### src/design/mfr_pkg.sv
// Shared constants and types for the message frame receiver.
package mfr_pkg;

  localparam int MESSAGE_CAPACITY = 64;
  localparam int ID_TEXT_LIMIT    = 6;

  localparam int COUNT_W    = $clog2(MESSAGE_CAPACITY + 1);
  localparam int ID_CHAR_W  = $clog2(ID_TEXT_LIMIT + 1);
  localparam int BYTE_W     = 8;
  localparam int KIND_W     = 2;
  localparam int ID_W       = 16;
  localparam int INDEX_W    = 7;
  localparam int ACC_W      = 20;
  localparam int TDATA_W    = 32;

  typedef struct packed {
    logic                      valid;
    logic [KIND_W-1:0]         kind;
    logic signed [ID_W-1:0]    message_id;
    logic [BYTE_W-1:0]         payload_byte;
    logic [INDEX_W-1:0]        byte_index;
  } mfr_result_t;

endpackage

### src/design/mfr_core.sv
// Frame parser state and the per-byte next-state and result logic.
module mfr_core (
  input  logic                       clk,
  input  logic                       rst,
  input  logic                       step,
  input  logic [mfr_pkg::BYTE_W-1:0] rx_byte,
  input  logic                       end_of_transfer,
  output mfr_pkg::mfr_result_t       res
);
  import mfr_pkg::*;

  localparam logic [1:0] PH_NOSYNC  = 2'd0;
  localparam logic [1:0] PH_ID      = 2'd1;
  localparam logic [1:0] PH_PAYLOAD = 2'd2;

  localparam logic [1:0] ST_SPACE   = 2'd0;
  localparam logic [1:0] ST_SIGNED  = 2'd1;
  localparam logic [1:0] ST_DIGITS  = 2'd2;
  localparam logic [1:0] ST_STOPPED = 2'd3;

  localparam logic [KIND_W-1:0] KIND_PAYLOAD  = 2'd0;
  localparam logic [KIND_W-1:0] KIND_COMPLETE = 2'd1;
  localparam logic [KIND_W-1:0] KIND_ERROR    = 2'd2;

  localparam logic [BYTE_W-1:0] BYTE_PAYLOAD_END = 8'h00;
  localparam logic [BYTE_W-1:0] BYTE_ID_END      = 8'h0D;
  localparam logic [BYTE_W-1:0] BYTE_PARTIAL_END = 8'h0A;
  localparam logic [BYTE_W-1:0] CHAR_SPACE       = 8'h20;
  localparam logic [BYTE_W-1:0] CHAR_TAB         = 8'h09;
  localparam logic [BYTE_W-1:0] CHAR_FORM_FEED   = 8'h0C;
  localparam logic [BYTE_W-1:0] CHAR_PLUS        = 8'h2B;
  localparam logic [BYTE_W-1:0] CHAR_MINUS       = 8'h2D;
  localparam logic [BYTE_W-1:0] CHAR_ZERO        = 8'h30;
  localparam logic [BYTE_W-1:0] CHAR_NINE        = 8'h39;

  localparam logic [ID_CHAR_W-1:0] ID_LIMIT = ID_CHAR_W'(ID_TEXT_LIMIT);
  localparam logic [COUNT_W-1:0]   CAP      = COUNT_W'(MESSAGE_CAPACITY);

  logic [1:0]           phase, phase_next;
  logic [ID_CHAR_W-1:0] id_char_count, id_char_count_next;
  logic [ACC_W-1:0]     id_accumulator, id_accumulator_next;
  logic                 id_negative, id_negative_next;
  logic [1:0]           id_scan_stage, id_scan_stage_next;
  logic [ID_W-1:0]      latched_id, latched_id_next;
  logic [COUNT_W-1:0]   payload_count, payload_count_next;
  logic                 discard_rest, discard_rest_next;

  logic             is_digit;
  logic             is_space;
  logic [ACC_W-1:0] acc_times_ten;
  logic [ACC_W-1:0] acc_negated;

  assign is_digit      = rx_byte inside {[CHAR_ZERO:CHAR_NINE]};
  assign is_space      = (rx_byte == CHAR_SPACE) || (rx_byte inside {[CHAR_TAB:CHAR_FORM_FEED]});
  assign acc_times_ten = (id_accumulator << 3) + (id_accumulator << 1);
  assign acc_negated   = ACC_W'(0) - id_accumulator;

  always_comb begin
    phase_next          = phase;
    id_char_count_next  = id_char_count;
    id_accumulator_next = id_accumulator;
    id_negative_next    = id_negative;
    id_scan_stage_next  = id_scan_stage;
    latched_id_next     = latched_id;
    payload_count_next  = payload_count;
    discard_rest_next   = discard_rest;
    res                 = '0;

    if (discard_rest) begin
      if (end_of_transfer) begin
        discard_rest_next = 1'b0;
      end
    end else if (phase == PH_ID) begin
      if (rx_byte == BYTE_ID_END) begin
        latched_id_next    = id_negative ? acc_negated[ID_W-1:0] : id_accumulator[ID_W-1:0];
        phase_next         = PH_PAYLOAD;
        payload_count_next = '0;
        if (end_of_transfer) begin
          phase_next = PH_NOSYNC;
          res.valid  = 1'b1;
          res.kind   = KIND_ERROR;
        end
      end else if (id_char_count >= ID_LIMIT) begin
        phase_next         = PH_NOSYNC;
        payload_count_next = '0;
        discard_rest_next  = !end_of_transfer;
        res.valid          = 1'b1;
        res.kind           = KIND_ERROR;
      end else begin
        id_char_count_next = id_char_count + 1'b1;
        if (id_scan_stage == ST_SPACE && is_space) begin
          id_scan_stage_next = ST_SPACE;
        end else if (id_scan_stage == ST_SPACE && rx_byte == CHAR_PLUS) begin
          id_scan_stage_next = ST_SIGNED;
        end else if (id_scan_stage == ST_SPACE && rx_byte == CHAR_MINUS) begin
          id_negative_next   = 1'b1;
          id_scan_stage_next = ST_SIGNED;
        end else if (id_scan_stage == ST_STOPPED) begin
          id_scan_stage_next = ST_STOPPED;
        end else if (is_digit) begin
          id_accumulator_next = acc_times_ten + ACC_W'(rx_byte - CHAR_ZERO);
          id_scan_stage_next  = ST_DIGITS;
        end else begin
          id_scan_stage_next = ST_STOPPED;
        end
        // A transfer that ends inside the id text breaks the frame.
        if (end_of_transfer) begin
          phase_next         = PH_NOSYNC;
          payload_count_next = '0;
          res.valid          = 1'b1;
          res.kind           = KIND_ERROR;
        end
      end
    end else if (phase == PH_PAYLOAD) begin
      if (rx_byte == BYTE_PAYLOAD_END) begin
        phase_next          = PH_ID;
        id_char_count_next  = '0;
        id_accumulator_next = '0;
        id_negative_next    = 1'b0;
        id_scan_stage_next  = ST_SPACE;
        payload_count_next  = '0;
        discard_rest_next   = !end_of_transfer;
        res.valid           = 1'b1;
        res.kind            = KIND_COMPLETE;
        res.message_id      = latched_id;
        res.byte_index      = INDEX_W'(payload_count);
      end else if (rx_byte == BYTE_PARTIAL_END) begin
        discard_rest_next = !end_of_transfer;
      end else if (payload_count >= CAP || end_of_transfer) begin
        phase_next         = PH_NOSYNC;
        payload_count_next = '0;
        discard_rest_next  = !end_of_transfer;
        res.valid          = 1'b1;
        res.kind           = KIND_ERROR;
      end else begin
        payload_count_next = payload_count + 1'b1;
        res.valid          = 1'b1;
        res.kind           = KIND_PAYLOAD;
        res.message_id     = latched_id;
        res.payload_byte   = rx_byte;
        res.byte_index     = INDEX_W'(payload_count);
      end
    end else begin
      // Out of sync, including the unused phase code: only a terminator resyncs.
      phase_next = PH_NOSYNC;
      if (rx_byte == BYTE_PAYLOAD_END) begin
        phase_next          = PH_ID;
        id_char_count_next  = '0;
        id_accumulator_next = '0;
        id_negative_next    = 1'b0;
        id_scan_stage_next  = ST_SPACE;
        payload_count_next  = '0;
      end
    end
  end

  always_ff @(posedge clk) begin
    if (rst) begin
      phase          <= PH_ID;
      id_char_count  <= '0;
      id_accumulator <= '0;
      id_negative    <= 1'b0;
      id_scan_stage  <= ST_SPACE;
      latched_id     <= '0;
      payload_count  <= '0;
      discard_rest   <= 1'b0;
    end else if (step) begin
      phase          <= phase_next;
      id_char_count  <= id_char_count_next;
      id_accumulator <= id_accumulator_next;
      id_negative    <= id_negative_next;
      id_scan_stage  <= id_scan_stage_next;
      latched_id     <= latched_id_next;
      payload_count  <= payload_count_next;
      discard_rest   <= discard_rest_next;
    end
  end

endmodule

### src/design/message_frame_receiver.sv
// Top level of the message frame receiver: input register, parser and result register.
//
//   Channel | Direction | Handshake           | Contents
//   s_*     | in        | s_tvalid / s_tready | s_tdata received byte, s_tlast end of transfer
//   m_*     | out       | m_tvalid / m_tready | m_tuser kind, m_tdata id, byte and index
//
// One byte per cycle is sustained while no result stalls; an accepted byte waits in the input
// register, and its result enters the result register when the single parser stage advances.
// Reset clears the valid flags and the parser state; no clearing pass is needed.
// A stalled result holds the parser, and the input register then fills and drops s_tready.
module message_frame_receiver (
  input  logic                         clk,
  input  logic                         rst,
  input  logic                         s_tvalid,
  output logic                         s_tready,
  input  logic [mfr_pkg::BYTE_W-1:0]   s_tdata,  // [7:0] rx_byte
  input  logic                         s_tlast,  // end_of_transfer
  output logic                         m_tvalid,
  input  logic                         m_tready,
  output logic [mfr_pkg::TDATA_W-1:0]  m_tdata,  // [15:0] message_id, [23:16] payload_byte,
                                                 // [30:24] byte_index, [31] zero
  output logic [mfr_pkg::KIND_W-1:0]   m_tuser   // [1:0] kind
);
  import mfr_pkg::*;

  logic              in_valid;
  logic [BYTE_W-1:0] in_byte;
  logic              in_last;
  logic              advance;
  mfr_result_t       res;

  assign advance  = in_valid && (!m_tvalid || m_tready);
  assign s_tready = !in_valid || advance;

  always_ff @(posedge clk) begin
    if (rst) begin
      in_valid <= 1'b0;
    end else if (s_tready) begin
      in_valid <= s_tvalid;
    end
  end

  always_ff @(posedge clk) begin
    if (s_tready && s_tvalid) begin
      in_byte <= s_tdata;
      in_last <= s_tlast;
    end
  end

  mfr_core u_core (
    .clk             (clk),
    .rst             (rst),
    .step            (advance),
    .rx_byte         (in_byte),
    .end_of_transfer (in_last),
    .res             (res)
  );

  always_ff @(posedge clk) begin
    if (rst) begin
      m_tvalid <= 1'b0;
    end else if (advance) begin
      m_tvalid <= res.valid;
    end else if (m_tready) begin
      m_tvalid <= 1'b0;
    end
  end

  always_ff @(posedge clk) begin
    if (advance && res.valid) begin
      m_tdata <= {1'b0, res.byte_index, res.payload_byte, res.message_id};
      m_tuser <= res.kind;
    end
  end

endmodule

### config.mk
export PLATFORM = sky130hd
export DESIGN_NAME = message_frame_receiver
export DESIGN_NICKNAME = d
export VERILOG_FILES = /design/src/design/mfr_pkg.sv /design/src/design/mfr_core.sv /design/src/design/message_frame_receiver.sv
export SDC_FILE = /design/constraint.sdc
export NUM_CORES = 1
export LEC_CHECK = 0
export BUFFER_PORTS_ARGS = -buffer_cell sky130_fd_sc_hd__buf_4
export CELL_PAD_IN_SITES_DETAIL_PLACEMENT = 1
export CELL_PAD_IN_SITES_GLOBAL_PLACEMENT = 2
export CORE_MARGIN = 10
export CORE_UTILIZATION = 42
export CTS_BUF_LIST = sky130_fd_sc_hd__clkbuf_2
export DETAILED_ROUTE_END_ITERATION = 10
export MAX_ROUTING_LAYER = met4
export PLACE_DENSITY = 0.9
export SETUP_SLACK_MARGIN = 0.05
export SLEW_MARGIN = 25
export SYNTH_ARGS = -nofsm -noshare
export SYNTH_HDL_FRONTEND = slang
export SYNTH_SLANG_ARGS = --single-unit
### constraint.sdc
create_clock -name clk -period 6.2 [get_ports clk]
set_input_delay 1.24 -clock clk [delete_from_list [all_inputs] [get_ports clk]]
set_output_delay 1.24 -clock clk [all_outputs]
set_load 0.005 [all_outputs]
Word level (Yosys, flattened, before mapping)
Index checks and enable logic that the tools add are counted.
W data, S select, Z words.
{"block": "classes", "add_sub_neg": 6, "magnitude_cmp": 6, "eq_ne": 20, "n_mux": 73, "n_bitwise": 2, "n_reduce_logical": 28}
{"operator": "$mux W16", "count": 10}
{"operator": "$mux W34", "count": 3}
{"operator": "$mux W7", "count": 10}
{"operator": "$mux W31", "count": 2}
{"operator": "$mux W2", "count": 18}
{"operator": "$add A16 B16 Y16", "count": 2}
{"operator": "$eq A8 B6 Y1 const B", "count": 3}
{"operator": "$mux W3", "count": 8}
{"operator": "$mux W1", "count": 20}
{"operator": "$mux W19", "count": 1}
{"operator": "$eq A8 B4 Y1 const B", "count": 2}
{"operator": "$sub A1 B16 Y16 const A", "count": 1}
{"operator": "$reduce_and A5 Y1", "count": 3}
{"operator": "$ne A2 B2 Y1 const B", "count": 7}
{"operator": "$reduce_and A10 Y1", "count": 1}
{"operator": "$sub A8 B6 Y9 const B", "count": 1}
{"operator": "$ge A8 B4 Y1 const B", "count": 1}
{"operator": "$ge A8 B6 Y1 const B", "count": 1}
{"operator": "$le A8 B4 Y1 const B", "count": 1}
{"operator": "$le A8 B6 Y1 const B", "count": 1}
{"operator": "$logic_and A1 B1 Y1", "count": 8}
{"operator": "$logic_not A8 Y1", "count": 1}
{"operator": "$mux W8", "count": 1}
{"operator": "$ne A4 B3 Y1 const B", "count": 2}
{"operator": "other kinds (19)", "count": 27}
{"block": "totals", "register_bits": 92, "inputBits": 13, "output_inout_bits": 36, "wordCells": 150}

Depth between registers and ports, before layout
Gate-level depths: netlist of the first run.
{"block": "logic_depth", "word_depth": 10, "mapped_depth": 13, "ltp_nobuf": 13}

Cells and area by module
From an unflattened synthesis of the first run, not the netlist that was laid out.
{"block": "unflattened", "cells_unflattened": 490, "area_unflattened_um2": 5190.0}
{"mod": "mfr_core", "n_inst": 1, "cells_each": 435, "area_each_um2": 3814.9, "seq_area_each_um2": 960.9}
{"mod": "message_frame_receiver", "n_inst": 1, "cells_each": 55, "area_each_um2": 1375.1, "seq_area_each_um2": 1301.2}

Worst setup path after synthesis of the first run
OpenSTA, ideal clock, no wires.
{"block": "synth_path", "kind": "in2reg", "start": "input m_tready", "end": "register m_tdata[0] in the netlist's numbering (enable)", "setup_time_ns": 0.436, "t_arrival_ns": 3.212, "t_required_ns": 5.764, "setup_slack_ns": 2.552, "cell_stages": 3, "n_path_buf": 0, "cell_sequence": "nand2b_1 -> nand3b_1 -> a21oi_1"}
{"block": "synth_between", "elab_chain_cells": 3}
{"element": "start: declaration", "line": "message_frame_receiver.sv:19", "text": "input logic m_tready,"}
{"element": "$logic_or A1 B1 Y1", "line": "message_frame_receiver.sv:32", "text": "assign advance = in_valid && (!m_tvalid || m_tready);"}
{"element": "$logic_and A1 B1 Y1", "line": "message_frame_receiver.sv:32"}
{"element": "$logic_and A1 B1 Y1", "line": "message_frame_receiver.sv:70", "text": "if (advance && res.valid) begin"}
{"element": "end signal: assignment", "line": "message_frame_receiver.sv:71", "text": "m_tdata <= {1'b0, res.byte_index, res.payload_byte, res.message_id};"}
{"element": "end: declaration", "line": "message_frame_receiver.sv:20", "text": "output logic [mfr_pkg::TDATA_W-1:0] m_tdata,"}
Every way passes these cells.
A chain may end at the register's enable or synchronous reset.

Worst setup path after layout of the first run
{"block": "layout_path", "start": "register in_byte[4]", "end": "register u_core.id_accumulator[15]"}
{"block": "layout_between", "elab_chain_cells": 10, "elab_cells_between_ends": 32, "classes_between": "add/sub: 2; order compare: 4; eq/ne: 9; mux: 8; reduce/logical: 9"}
{"element": "start: declaration", "line": "message_frame_receiver.sv:27", "text": "logic [BYTE_W-1:0] in_byte;"}
{"element": "start signal: assignment", "line": "message_frame_receiver.sv:45", "text": "in_byte <= s_tdata;"}
{"element": "$sub A8 B6 Y9", "line": "mfr_core.sv:101", "text": "id_accumulator_next = acc_times_ten + ACC_W'(rx_byte - CHAR_ZERO);"}
{"element": "$add A16 B16 Y16", "line": "mfr_core.sv:101"}
{"element": "$mux W16", "line": "mfr_core.sv:100", "text": "end else if (is_digit) begin"}
{"element": "$mux W16", "line": "mfr_core.sv:98", "text": "end else if (id_scan_stage == ST_STOPPED) begin"}
{"element": "$mux W16", "line": "mfr_core.sv:95", "text": "end else if (id_scan_stage == ST_SPACE && rx_byte == CHAR_MINUS) begin"}
{"element": "$mux W16", "line": "mfr_core.sv:93", "text": "end else if (id_scan_stage == ST_SPACE && rx_byte == CHAR_PLUS) begin"}
{"element": "$mux W16", "line": "mfr_core.sv:91", "text": "if (id_scan_stage == ST_SPACE && is_space) begin"}
{"element": "$mux W16", "line": "mfr_core.sv:83", "text": "end else if (id_char_count >= ID_LIMIT) begin"}
{"element": "$mux W16", "line": "mfr_core.sv:74", "text": "if (rx_byte == BYTE_ID_END) begin"}
{"element": "$mux W16", "line": "mfr_core.sv:73", "text": "end else if (phase == PH_ID) begin"}
{"element": "end signal: assignment", "line": "mfr_core.sv:170", "text": "id_accumulator <= id_accumulator_next;"}
{"element": "end: declaration", "line": "mfr_core.sv:41", "text": "logic [ACC_W-1:0] id_accumulator, id_accumulator_next;"}
Parallel ways exist; a longest one is shown, timed or not. The select of a mux whose other input is x is not followed.

==> metrics, run 1 <==
status=finished, final reports clean; GP Congestion=0.851; synthesized area=5050 sq um; worst path buffer plus inverter count=1; clk sinks=92; routed len/inst=16.6 um; delay-heaviest family, CP=compound AO/OA/AOI/OAI gates; CORE AREA=11600 sq um; synth warn=0; nets=604; I/O Buffers=47; Setup Total Neg Slack=0 ps; critical path arrival=3990 ps; Max FO, Critical Path=5; drt initial violations=177; IO Count=49; Via density=5.39; row cnt=39; router iterations before antenna repair=4; share of the synthesized area in the top cell type=25.0%; ys async rst share=0%; first-pass GRT wire length=19600 um; CP cell instances=ha_1, xor2_1, fa_1, inv_1, ha_1, a21o_1, a311oi_1, o31ai_1, a221oi_1, xnor2_1, o21ai_1; critical path class=flop to flop; die width=130 um; Starting Density=43.5%; CP max-delay cell=edfxtp_1; Main synth FF type=dfxtp_1; DP Area=5550 sq um; CTS buffer count=9; largest net degree at the start of global routing=42; Synth Area per Inst=9.90 sq um; max cap viols=0; postcts setup bufs=0; Worst Tran Pin Value=954 ps; gr ovfl total=0; Routed Antenna Nets=0; CTS root buffer=clkbuf_2; cts repair resizes=0; Max Slew Vio Count=0; share of cells above drive strength 1=14.8%; syn nets=558; clock slew at reported path FFs=260 ps; htree depth=3; Max Root-Sink Buffers=2; Worst slew margin=36.3%; Req. time, crit path=6720 ps; Clock Latency Late Sink=600 ps; vias in the first global route=3914; Post-synth EDFFs=42; Post-DP HPWL=8990 um; antenna violations before repair=1; DIE HEIGHT=130 um; WL final=11700 um; GRT Util Overall=14.8%; hold buffer count at cts=0; Max VDD drop=0.137 mV; unrepaired setup endpoints after global routing=false; CP endpoint kind=flop; Worst Clk Skew=24.5 ps; CTS tree=yes; count of cell types in the netlist=62; leak pwr=2.23 nW; crit start category=flop; Synth Instances=510; fin crit share=55.9%; min-delay worst type=flop to flop; critical path's most frequent cell=ha_1; Max Freq=288 MHz; Synth area leaders=edfxtp_1 (25%), dfxtp_1 (20%), ha_1 (5.5%); drt drc=0; placed cell count=687; Period minus WS final=3470 ps; final setup vio count=0; Fin. Hold Viols=0; cell taking the most area after synthesis=edfxtp_1; R2R cell count=11; Vias=3799; fill cell count=1321; post-synthesis sequential area ratio=44.8%; total power=0.00110 W; WP depth=11; #FFs+latches synth=92; pwr/cell area=193 nW/um^2; fin area=5730 sq um; Hold Path Stages=2; die area=16800 sq um; delay of the slowest cell on the worst path=530 ps; Non-Filler Instances=705; synthesis-to-layout area growth=13.4%
-- layout make-up --
type,count,area [sq um],area share [%]
Timing Repair Buffer,51,403,7.04
Inverter,24,90.1,1.57
Tap cell,143,179,3.12
Sequential cell,92,2260,39.5
Antenna cell,1,2.50,0.0437
Clock inverter,7,98.8,1.73
Multi-Input combinational cell,378,2650,46.2
Clock buffer,9,45.0,0.787
-- worst min-delay path, delay by kind of cell, from the launching register on --
family / cells / cell delay (ps)
AND/OR/NAND/NOR: 1 / 60
AO/OA/AOI/OAI: 1 / 50
flip-flops: 1 / 380
-- through the flow --
step / worst slack [ps] / hold WS [ps] / util, %
3_5_place_dp: 2760 / 466 / 47.8
6_report: 2730 / 493 / 49.3
2_1_floorplan: 2550 / 441 / -
4_1_cts: 2730 / 494 / 49.1
3_3_place_gp: 2860 / 458 / 47.8
5_1_grt: 2430 / 527 / 49.3
-- sequential cells by signal, summed over array words and instances (netlist names) --
signal	flops
u_core.id_negative	1
u_core.phase	2
u_core.id_char_count	3
u_core.id_accumulator	16
in_valid	1
m_tdata	31
u_core.discard_rest	1
in_last	1
in_byte	8
u_core.payload_count	7
u_core.latched_id	16
m_tvalid	1
m_tuser	2
u_core.id_scan_stage	2
-- path summary, 6_finish.rpt --
path | endpoint | slack, ps | startpoint
min | u_core.id_accumulator[4]$_SDFFE_PP0P_ | 490 | u_core.id_accumulator[4]$_SDFFE_PP0P_
max | u_core.id_accumulator[15]$_SDFFE_PP0P_ | 2730 | in_byte[4]$_DFFE_PP_
max reg2reg | u_core.id_accumulator[15]$_SDFFE_PP0P_ | 2730 | in_byte[4]$_DFFE_PP_
min reg2reg | u_core.id_accumulator[4]$_SDFFE_PP0P_ | 490 | u_core.id_accumulator[4]$_SDFFE_PP0P_
-- routing by layer --
layer / share of wire, % / GRT usage, %
met1: 48 / 18.9
met2: 46 / 22.9
met3: 4.3 / 3.26
met4: 1.2 / 5.09
met5: 0 / -
-- logic make-up after synthesis --
family	after synthesis	share of synthesized area, %
and+or+nand+nor	203	21.7
xor gates and xnor gates	31	5.38
muxes	5	1.02
buffers and inverters	40	3.22
adders and majority gates	35	10.6
AOI/OAI and AO/OA	103	13.2
other	1	0.0743
DFF	92	44.8
-- where the power goes --
| part | switching, W | leakage, nW | internal [W] |
|---|---|---|---|
| registers | 0.0000123 | 0.805 | 0.000646 |
| logic | 0.0000518 | 1.34 | 0.0000378 |
| clock network | 0.000219 | 0.0829 | 0.000136 |
| total | 0.000283 | 2.23 | 0.000820 |
-- cell usage in the layout, fill, tap and decap left out, types with 3 or more instances in the layout --
cell type | Yosys | layout
and2_1 | 33 | 33
nor4_1 | 5 | 4
dfxtp_1 | 50 | 50
edfxtp_1 | 42 | 42
buf_4 | 1 | 50
nand3_1 | 23 | 23
xor2_1 | 11 | 11
nand2_1 | 43 | 43
o31ai_1 | 6 | 6
o21a_1 | 5 | 5
nand2b_1 | 4 | 4
nor2b_1 | 7 | 7
nor3_2 | 2 | 3
a31oi_1 | 4 | 4
nor2_1 | 46 | 46
nor3_1 | 10 | 9
o21ai_0 | 15 | 15
o21ai_1 | 6 | 6
a211oi_1 | 15 | 15
fa_1 | 13 | 13
inv_1 | 24 | 24
or3_1 | 3 | 3
xnor2_1 | 20 | 20
a21oi_1 | 27 | 26
a311oi_1 | 5 | 5
clkbuf_2 | 0 | 9
a21o_1 | 7 | 7
ha_1 | 22 | 22
mux2i_1 | 4 | 4
nand3b_1 | 3 | 3
-- cell usage after synthesis, types with 3 or more instances --
library cell	n
dfxtp_1	50
nor2_1	46
nand2_1	43
edfxtp_1	42
and2_1	33
a21oi_1	27
inv_1	24
nand3_1	23
ha_1	22
xnor2_1	20
a211oi_1	15
o21ai_0	15
fa_1	13
clkbuf_1	11
xor2_1	11
nor3_1	10
a21o_1	7
nor2b_1	7
o21ai_1	6
o31ai_1	6
a311oi_1	5
nor4_1	5
o21a_1	5
a31oi_1	4
mux2i_1	4
nand2b_1	4
nand3b_1	3
or3_1	3
No activity file was read; power rests on OpenSTA's default activity.
==> run 2, diff against run 1 <==
- ABC_AREA: default -> 1
- CORE_UTILIZATION: 42 -> 37
- PLACE_DENSITY: 0.9 -> 0.85
- clock period: 6.2 -> 3.22 ns (I/O delays scaled with it)
==> metrics, run 2 <==
status=finished, final reports clean (unchanged); WL final=15100 um (was 11700 um); Hold Path End=in_byte[2]$_DFFE_PP_ (was u_core.id_accumulator[4]$_SDFFE_PP0P_); Synth Area per Inst=7.97 sq um (was 9.90 sq um); htree depth=3 (unchanged); Max VDD drop=0.199 mV (was 0.137 mV); count of cell types in the netlist=43 (was 62); Hold Path Stages=1 (was 2); Reg-to-Reg End=u_core.id_accumulator[15]$_SDFFE_PP0P_ (unchanged); Routed Antenna Nets=0 (unchanged); Max Freq=345 MHz (was 288 MHz); Worst Tran Pin Value=834 ps (was 954 ps); Post-Synth Simple-Gate Area=29.0% (was 21.7%); Post-DP HPWL=11800 um (was 8990 um); Fin. Hold Viols=0 (unchanged); final setup vio count=0 (unchanged); DP Area=6070 sq um (was 5550 sq um); synth warn=0 (unchanged); total power=0.00219 W (was 0.00110 W); die area=20200 sq um (was 16800 sq um); CORE AREA=14600 sq um (was 11600 sq um); Synth Instances=694 (was 510); post-synthesis sequential area ratio=40.9% (was 44.8%); first-pass GRT wire length=25300 um (was 19600 um); Worst slew margin=44.3% (was 36.3%); vias in the first global route=4946 (was 3914); nets=787 (was 604); CTS buffer count=9 (unchanged); syn nets=742 (was 558); top flop regs=m_tdata (31), u_core.id_accumulator (16), u_core.latched_id (16) (unchanged); Main synth FF type=dfxtp_1 (unchanged); synthesis-to-layout area growth=12.8% (was 13.4%); CTS root buffer=clkbuf_2 (unchanged); leak pwr=2.75 nW (was 2.23 nW); switching power=0.000648 W (was 0.000283 W); Critical R2R Launch=in_byte[6]$_DFFE_PP_ (was in_byte[4]$_DFFE_PP_); I/O Buffers=47 (unchanged); P_int=0.00154 W (was 0.000820 W); critical path arrival=3460 ps (was 3990 ps); Max FO, Critical Path=5 (unchanged); gr ovfl total=0 (unchanged); cell with the most instances after synthesis=nand2_1 (was dfxtp_1); Biggest register=m_tdata (unchanged); Starting Density=37.9% (was 43.5%); HP Start=s_tdata[2] (was u_core.id_accumulator[4]$_SDFFE_PP0P_); CP max-delay cell=edfxtp_1 (unchanged); antenna violations before repair=1 (unchanged); Worst Clk Skew=21.7 ps (was 24.5 ps); Post-synth EDFFs=42 (unchanged); Req. time, crit path=3780 ps (was 6720 ps); Clock Latency Late Sink=610 ps (was 600 ps); Gate power share=12.4% (was 8.1%); top cells by count, synth=nand2_1 (140), inv_1 (90), nor2_1 (78) (was dfxtp_1 (50), nor2_1 (46), nand2_1 (43)); Setup Total Neg Slack=0 ps (unchanged); clock slew at reported path FFs=280 ps (was 260 ps); commonest non-fill, non-tap cell in the layout=nand2_1; fin crit share=90.0% (was 55.9%); share of the synthesized area in the top cell type=22.8% (was 25.0%); delay of the slowest cell on the worst path=550 ps (was 530 ps); proportion of synthesized area in mux cells=0% (was 1.02%); fin area=6230 sq um (was 5730 sq um); CP cell instances=nor3_2, nor2_1, xor2_1, fa_1, inv_1, ha_1, nand2_1, inv_1, nand2_1, nor3_1, nand2_1, nand3_1, nand2_1, inv_1, nand3_1, a21oi_1 (was ha_1, xor2_1, fa_1, inv_1, ha_1, a21o_1, a311oi_1, o31ai_1, a221oi_1, xnor2_1, o21ai_1); placed cell count=911 (was 687); commonest non-fill, non-tap cells in the layout=nand2_1 (140), inv_1 (89), nor2_1 (78) (was dfxtp_1 (50), buf_4 (50), nor2_1 (46)); router iterations before antenna repair=4 (unchanged); routed len/inst=16.3 um (was 16.6 um); clock power share=29.3% (was 32.2%); complex-gate fraction of the synthesized area=9.85% (was 13.2%); largest net degree at the start of global routing=32 (was 42); GRT Util Overall=15.8% (was 14.8%); Sw Share=29.6% (was 25.7%); CP endpoint kind=flop (unchanged); synthesized area=5530 sq um (was 5050 sq um); max cap viols=0 (unchanged); Adder-Cell Fraction of Synth Area=9.69% (was 10.6%); pwr/cell area=351 nW/um^2 (was 193 nW/um^2); fill cell count=1772 (was 1321); clk sinks=92 (unchanged); Max Root-Sink Buffers=2 (unchanged); min-delay worst type=input pin to flop (was flop to flop); R2R cell count=16 (was 11); Synth area leaders=edfxtp_1 (23%), dfxtp_1 (18%), nand2_1 (9.5%) (was edfxtp_1 (25%), dfxtp_1 (20%), ha_1 (5.5%)); Max Slew Vio Count=0 (unchanged); Period minus WS final=2900 ps (was 3470 ps); largest family of logic cells by synthesized area=simple AND/OR/NAND/NOR gates (unchanged); unrepaired setup endpoints after global routing=false (unchanged); Post-Synth XOR/XNOR Area=2.22% (was 5.38%); cell taking the most area after synthesis=edfxtp_1 (unchanged); GP Congestion=0.863 (was 0.851); row cnt=44 (was 39); critical path class=flop to flop (unchanged); Vias=4661 (was 3799); R2R setup slack=320 ps (was 2730 ps); Non-Filler Instances=929 (was 705); die width=142 um (was 130 um); drt drc=0 (unchanged); drt initial violations=175 (was 177); Largest register FFs=31 (unchanged); critical path's most frequent cell=nand2_1 (was ha_1); IO Count=49 (unchanged); ys async rst share=0% (unchanged); Via density=5.02 (was 5.39); crit start category=flop (unchanged); Seq pwr share=58.2% (was 59.7%); share of cells above drive strength 1=13.7% (was 14.8%); #FFs+latches synth=92 (unchanged); CTS tree=yes (unchanged); DIE HEIGHT=142 um (was 130 um)
run 2: cell count changes in the layout (fill, tap and decap cells not counted), sizes merged, moves of 6 or more:
cell and change:
a21o -6, nand4 +7, inv +71, and2 -33, a21oi +28, xnor2 -20, nor3b +10, nor2 +42
o21ai +13, a211oi -15, nor2b -7, nand3 +36, nand2 +100
run 2: per-layer routing:
metal,global-route usage [%],up-vias,routed length [um]
met1,19.9,2211,7260
li1,-,2369,-
met4,4.84,0,201
met3,3.10,14,576
met2,25.1,67,7090
met5,-,-,0
run 2: final cells by class:
type,count,area (sq um),area share (%)
Antenna cell,1,2.50,0.0401
Clock buffer,9,45.0,0.722
Clock inverter,7,82.6,1.32
Inverter,94,355,5.70
Multi-Input combinational cell,488,2840,45.5
Sequential cell,92,2260,36.3
Tap cell,184,230,3.69
Timing Repair Buffer,54,422,6.76
run 2: timing repair:
item                       in CTS  in global routing
resized for setup               0                  6
hold endpoints to repair        0                  0
hold buffers                    0                  0
buffers inserted                0                  1
setup endpoints to repair       0                  5
run 2: worst max-delay path: cells and delay by family (launching register included):
family / cells / cell delay [ps]
AOI/OAI and AO/OA: 1 / 120
xor gates and xnor gates: 1 / 160
adders and majority gates: 2 / 830
buffers and inverters: 3 / 220
DFF: 1 / 550
and+or+nand+nor: 9 / 980
run 2: power groups by stage:
stage          combinational, W  clock, W  sequential (W)
2_1_floorplan          0.000172         0         0.00130
3_3_place_gp           0.000263         0         0.00130
3_5_place_dp           0.000270         0         0.00130
4_1_cts                0.000272  0.000666         0.00128
5_1_grt                0.000308  0.000714         0.00128
6_report               0.000272  0.000643         0.00128
run 2: worst max path at each step:
stage | from | to | slack (ps) | cells past startpoint
4_1_cts | in_byte[4]$_DFFE_PP_ | u_core.id_accumulator[15]$_SDFFE_PP0P_ | 220 | 16
3_5_place_dp | in_byte[4]$_DFFE_PP_ | u_core.id_accumulator[8]$_SDFFE_PP0P_ | 290 | 14
3_3_place_gp | in_byte[4]$_DFFE_PP_ | u_core.id_accumulator[15]$_SDFFE_PP0P_ | 360 | 16
5_1_grt | in_byte[6]$_DFFE_PP_ | u_core.id_accumulator[15]$_SDFFE_PP0P_ | 40 | 16
2_1_floorplan | in_byte[4]$_DFFE_PP_ | u_core.id_accumulator[15]$_SDFFE_PP0P_ | 330 | 15
6_report | in_byte[6]$_DFFE_PP_ | u_core.id_accumulator[15]$_SDFFE_PP0P_ | 320 | 16
run 2: cell families after synthesis:
group / Yosys count
buffers and inverters: 114
DFF: 92
AOI/OAI and AO/OA: 102
adders and majority gates: 35
and+or+nand+nor: 336
other: 1
xor gates and xnor gates: 14
run 2: through the flow:
stage          util [%]  hold WS (ps)  setup slack, ps
6_report           42.7           180              322
3_5_place_dp       41.6           481              294
2_1_floorplan         -           457              332
3_3_place_gp       41.6           471              360
5_1_grt            42.7           106             36.0
4_1_cts            42.5           121              217
==> run 3, diff against run 2 <==
--- a/config.mk
+++ b/config.mk
@@ -16,3 +16,3 @@
 export MAX_ROUTING_LAYER = met4
-export PLACE_DENSITY = 0.85
+export PLACE_DENSITY = 0.86
 export SETUP_SLACK_MARGIN = 0.05
@@ -21,2 +21,3 @@
 export SYNTH_HDL_FRONTEND = slang
+export SYNTH_HIERARCHICAL = 1
 export SYNTH_SLANG_ARGS = --single-unit
==> constraint.sdc (replaced) <==
create_clock -name clk -period 3.22 [get_ports clk]
set_input_delay 0.161 -clock clk [delete_from_list [all_inputs] [get_ports clk]]
set_output_delay 0.161 -clock clk [all_outputs]
set_load 0.005 [all_outputs]
==> metrics, run 3 <==
final setup vio count=0 (unchanged); Critical R2R Launch=in_byte[4]$_DFFE_PP_ (was in_byte[6]$_DFFE_PP_); drt drc=0 (unchanged); CP endpoint kind=flop (unchanged); Post-DP HPWL=12500 um (was 11800 um); CTS buffer count=9 (unchanged); Synth Area per Inst=7.68 sq um (was 7.97 sq um); Crit. Startpoint=in_byte[4]$_DFFE_PP_ (was in_byte[6]$_DFFE_PP_); Synth area leaders=edfxtp_1 (22%), dfxtp_1 (18%), nand2_1 (11%) (was edfxtp_1 (23%), dfxtp_1 (18%), nand2_1 (9.5%)); die width=144 um (was 142 um); Max Freq=348 MHz (was 345 MHz); leak pwr=2.89 nW (was 2.75 nW); CTS tree=yes (unchanged); I/O Buffers=47 (unchanged); Via density=5.12 (was 5.02); DIE HEIGHT=144 um (was 142 um); fill cell count=1904 (was 1772); post-synthesis sequential area ratio=39.6% (was 40.9%); Non-Filler Instances=997 (was 929); Req. time, crit path=3750 ps (was 3780 ps); Vias=5106 (was 4661); GRT Util Overall=16.7% (was 15.8%); commonest non-fill, non-tap cell in the layout=nand2_1 (unchanged); Max Slew Vio Count=0 (unchanged); Post-Place Worst Slack=157 ps (was 294 ps); largest net degree at the start of global routing=34 (was 32); commonest non-fill, non-tap cells in the layout=nand2_1 (172), inv_1 (107), nor2_1 (65) (was nand2_1 (140), inv_1 (89), nor2_1 (78)); clock slew at reported path FFs=300 ps (was 280 ps); GP Congestion=0.863 (about the same); critical path's most frequent cell=nand2_1 (unchanged); vias in the first global route=5468 (was 4946); Period minus WS final=2870 ps (was 2900 ps); top flop regs=m_tdata (31), u_core/id_accumulator (16), u_core/latched_id (16) (was m_tdata (31), u_core.id_accumulator (16), u_core.latched_id (16)); row cnt=45 (was 44); routed len/inst=16.4 um (was 16.3 um); Post-synth EDFFs=42 (unchanged); pwr/cell area=354 nW/um^2 (was 351 nW/um^2); Max Root-Sink Buffers=2 (unchanged); CTS root buffer=clkbuf_2 (unchanged); HP Start=s_tdata[2] (unchanged); Clock Latency Late Sink=580 ps (was 610 ps); syn nets=794 (was 742); synthesis-to-layout area growth=15.5% (was 12.8%); synthesized area=5710 sq um (was 5530 sq um); status=finished, final reports clean (unchanged); crit start category=flop (unchanged); Worst slew margin=53.6% (was 44.3%); placed cell count=963 (was 911); Max VDD drop=0.219 mV (was 0.199 mV); CP cell instances=buf_4, inv_1, ha_1, fa_1, ha_1, nand2_1, inv_1, nand3_1, nand2_1, nand2_1, nand2_1, nand2_1, nand2_1, nand3_1, a21oi_1 (was nor3_2, nor2_1, xor2_1, fa_1, inv_1, ha_1, nand2_1, inv_1, nand2_1, nor3_1, nand2_1, nand3_1, nand2_1, inv_1, nand3_1, a21oi_1); gr ovfl total=0 (unchanged); CORE AREA=15100 sq um (was 14600 sq um); ys async rst share=0% (unchanged); Largest register FFs=31 (unchanged); share of cells above drive strength 1=13.6% (was 13.7%); Biggest register=m_tdata (unchanged); synth warn=6 (was 0); final hold slack=295 ps (was 180 ps); top cells by count, synth=nand2_1 (173), inv_1 (108), nor2_1 (66) (was nand2_1 (140), inv_1 (90), nor2_1 (78)); min-delay worst type=input pin to flop (unchanged); #FFs+latches synth=92 (unchanged); worst path buffer plus inverter count=3 (unchanged); fin crit share=89.3% (was 90.0%); delay-heaviest family, CP=adder cells (was simple AND/OR/NAND/NOR gates); router iterations before antenna repair=4 (unchanged); nets=854 (was 787); first-pass GRT wire length=27400 um (was 25300 um); Worst Tran Pin Value=695 ps (was 834 ps); IO Count=49 (unchanged); critical path arrival=3410 ps (was 3460 ps); unrepaired setup endpoints after global routing=false (unchanged); Routed Antenna Nets=0 (unchanged); cell taking the most area after synthesis=edfxtp_1 (unchanged); WL final=16300 um (was 15100 um); count of cell types in the netlist=39 (was 43); critical path class=flop to flop (unchanged); CP max-delay cell=edfxtp_1 (unchanged); max cap viols=0 (unchanged); drt initial violations=277 (was 175); antenna violations before repair=1 (unchanged); Worst Clk Skew=44.3 ps (was 21.7 ps); Main synth FF type=dfxtp_1 (unchanged); Max FO, Critical Path=5 (unchanged); share of the synthesized area in the top cell type=22.1% (was 22.8%); Fin. Hold Viols=0 (unchanged); Setup Total Neg Slack=0 ps (unchanged); die area=20800 sq um (was 20200 sq um); setup ws final=346 ps (was 322 ps); clk sinks=92 (unchanged); delay of the slowest cell on the worst path=480 ps (was 550 ps); cell with the most instances after synthesis=nand2_1 (unchanged); Starting Density=37.7% (was 37.9%); htree depth=3 (unchanged); Synth Instances=743 (was 694)
run 3: layout make-up:
type	instances	area, sq um	share of cell area, %
clock buffer	9	45.0	0.684
antenna	1	2.50	0.0380
inverter	112	424	6.44
sequential	92	2260	34.3
tap	188	235	3.57
multi-input combinational	520	2980	45.3
timing repair buffer	68	543	8.24
clock inverter	7	93.8	1.42
run 3: cells by family after synthesis:
group / Yosys count / share of synthesized area [%]
AO/OA/AOI/OAI: 89 / 8.22
XOR/XNOR: 16 / 2.46
adder cells (fa/ha/maj): 38 / 10.0
buffers and inverters: 131 / 9.07
flip-flops: 92 / 39.6
other: 1 / 0.0657
AND/OR/NAND/NOR: 376 / 30.5
run 3: report_power, final:
group,internal (W),switching [W],total [W]
clock,0.000202,0.000453,0.000655
sequential,0.00126,0.0000332,0.00130
combinational,0.000143,0.000237,0.000380
run 3: metal layers:
layer  vias to the layer above  wire length, um  GRT usage, %
li1                       2527                -             -
met1                      2499             7190          19.7
met2                        71             8490          29.9
met3                         9              517          1.74
met4                         0              141          4.31
met5                         -                0             -
run 3: worst paths after layout:
| check | to | slack [ps] | depth (start not counted) |
|---|---|---|---|
| min | in_byte[2]$_DFFE_PP_ | 300 | 2 |
| max reg2reg | u_core/id_accumulator[15]$_SDFFE_PP0P_ | 350 | 15 |
| min reg2reg | u_core/id_char_count[0]$_SDFFE_PP0P_ | 510 | 2 |
| max | u_core/id_accumulator[15]$_SDFFE_PP0P_ | 350 | 15 |
run 3: through the flow:
stage | total power, W | cell area (sq um) | utilization, %
finish | 0.00233 | 6590 | 43.5
global route | 0.00246 | 6590 | 43.5
CTS | 0.00236 | 6510 | 43.0
global placement | 0.00166 | 6240 | 41.2
detailed placement | 0.00168 | 6240 | 41.2
floorplan | 0.00155 | 5710 | -
run 3: what timing repair did:
action | CTS | global route
hold endpoints to repair | 31 | 0
buffers inserted | 0 | 4
endpoints found under the setup margin | 0 | 7
hold buffers | 13 | 0
resized for setup | 0 | 7
run 3: worst reg2reg max path, delay by kind of cell (launching register included):
kind                     cells  cell delay [ps]
adder cells (fa/ha/maj)      3             1140
AND/OR/NAND/NOR              8              690
flip-flops                   1              480
buffers and inverters        3              410
AO/OA/AOI/OAI                1              140
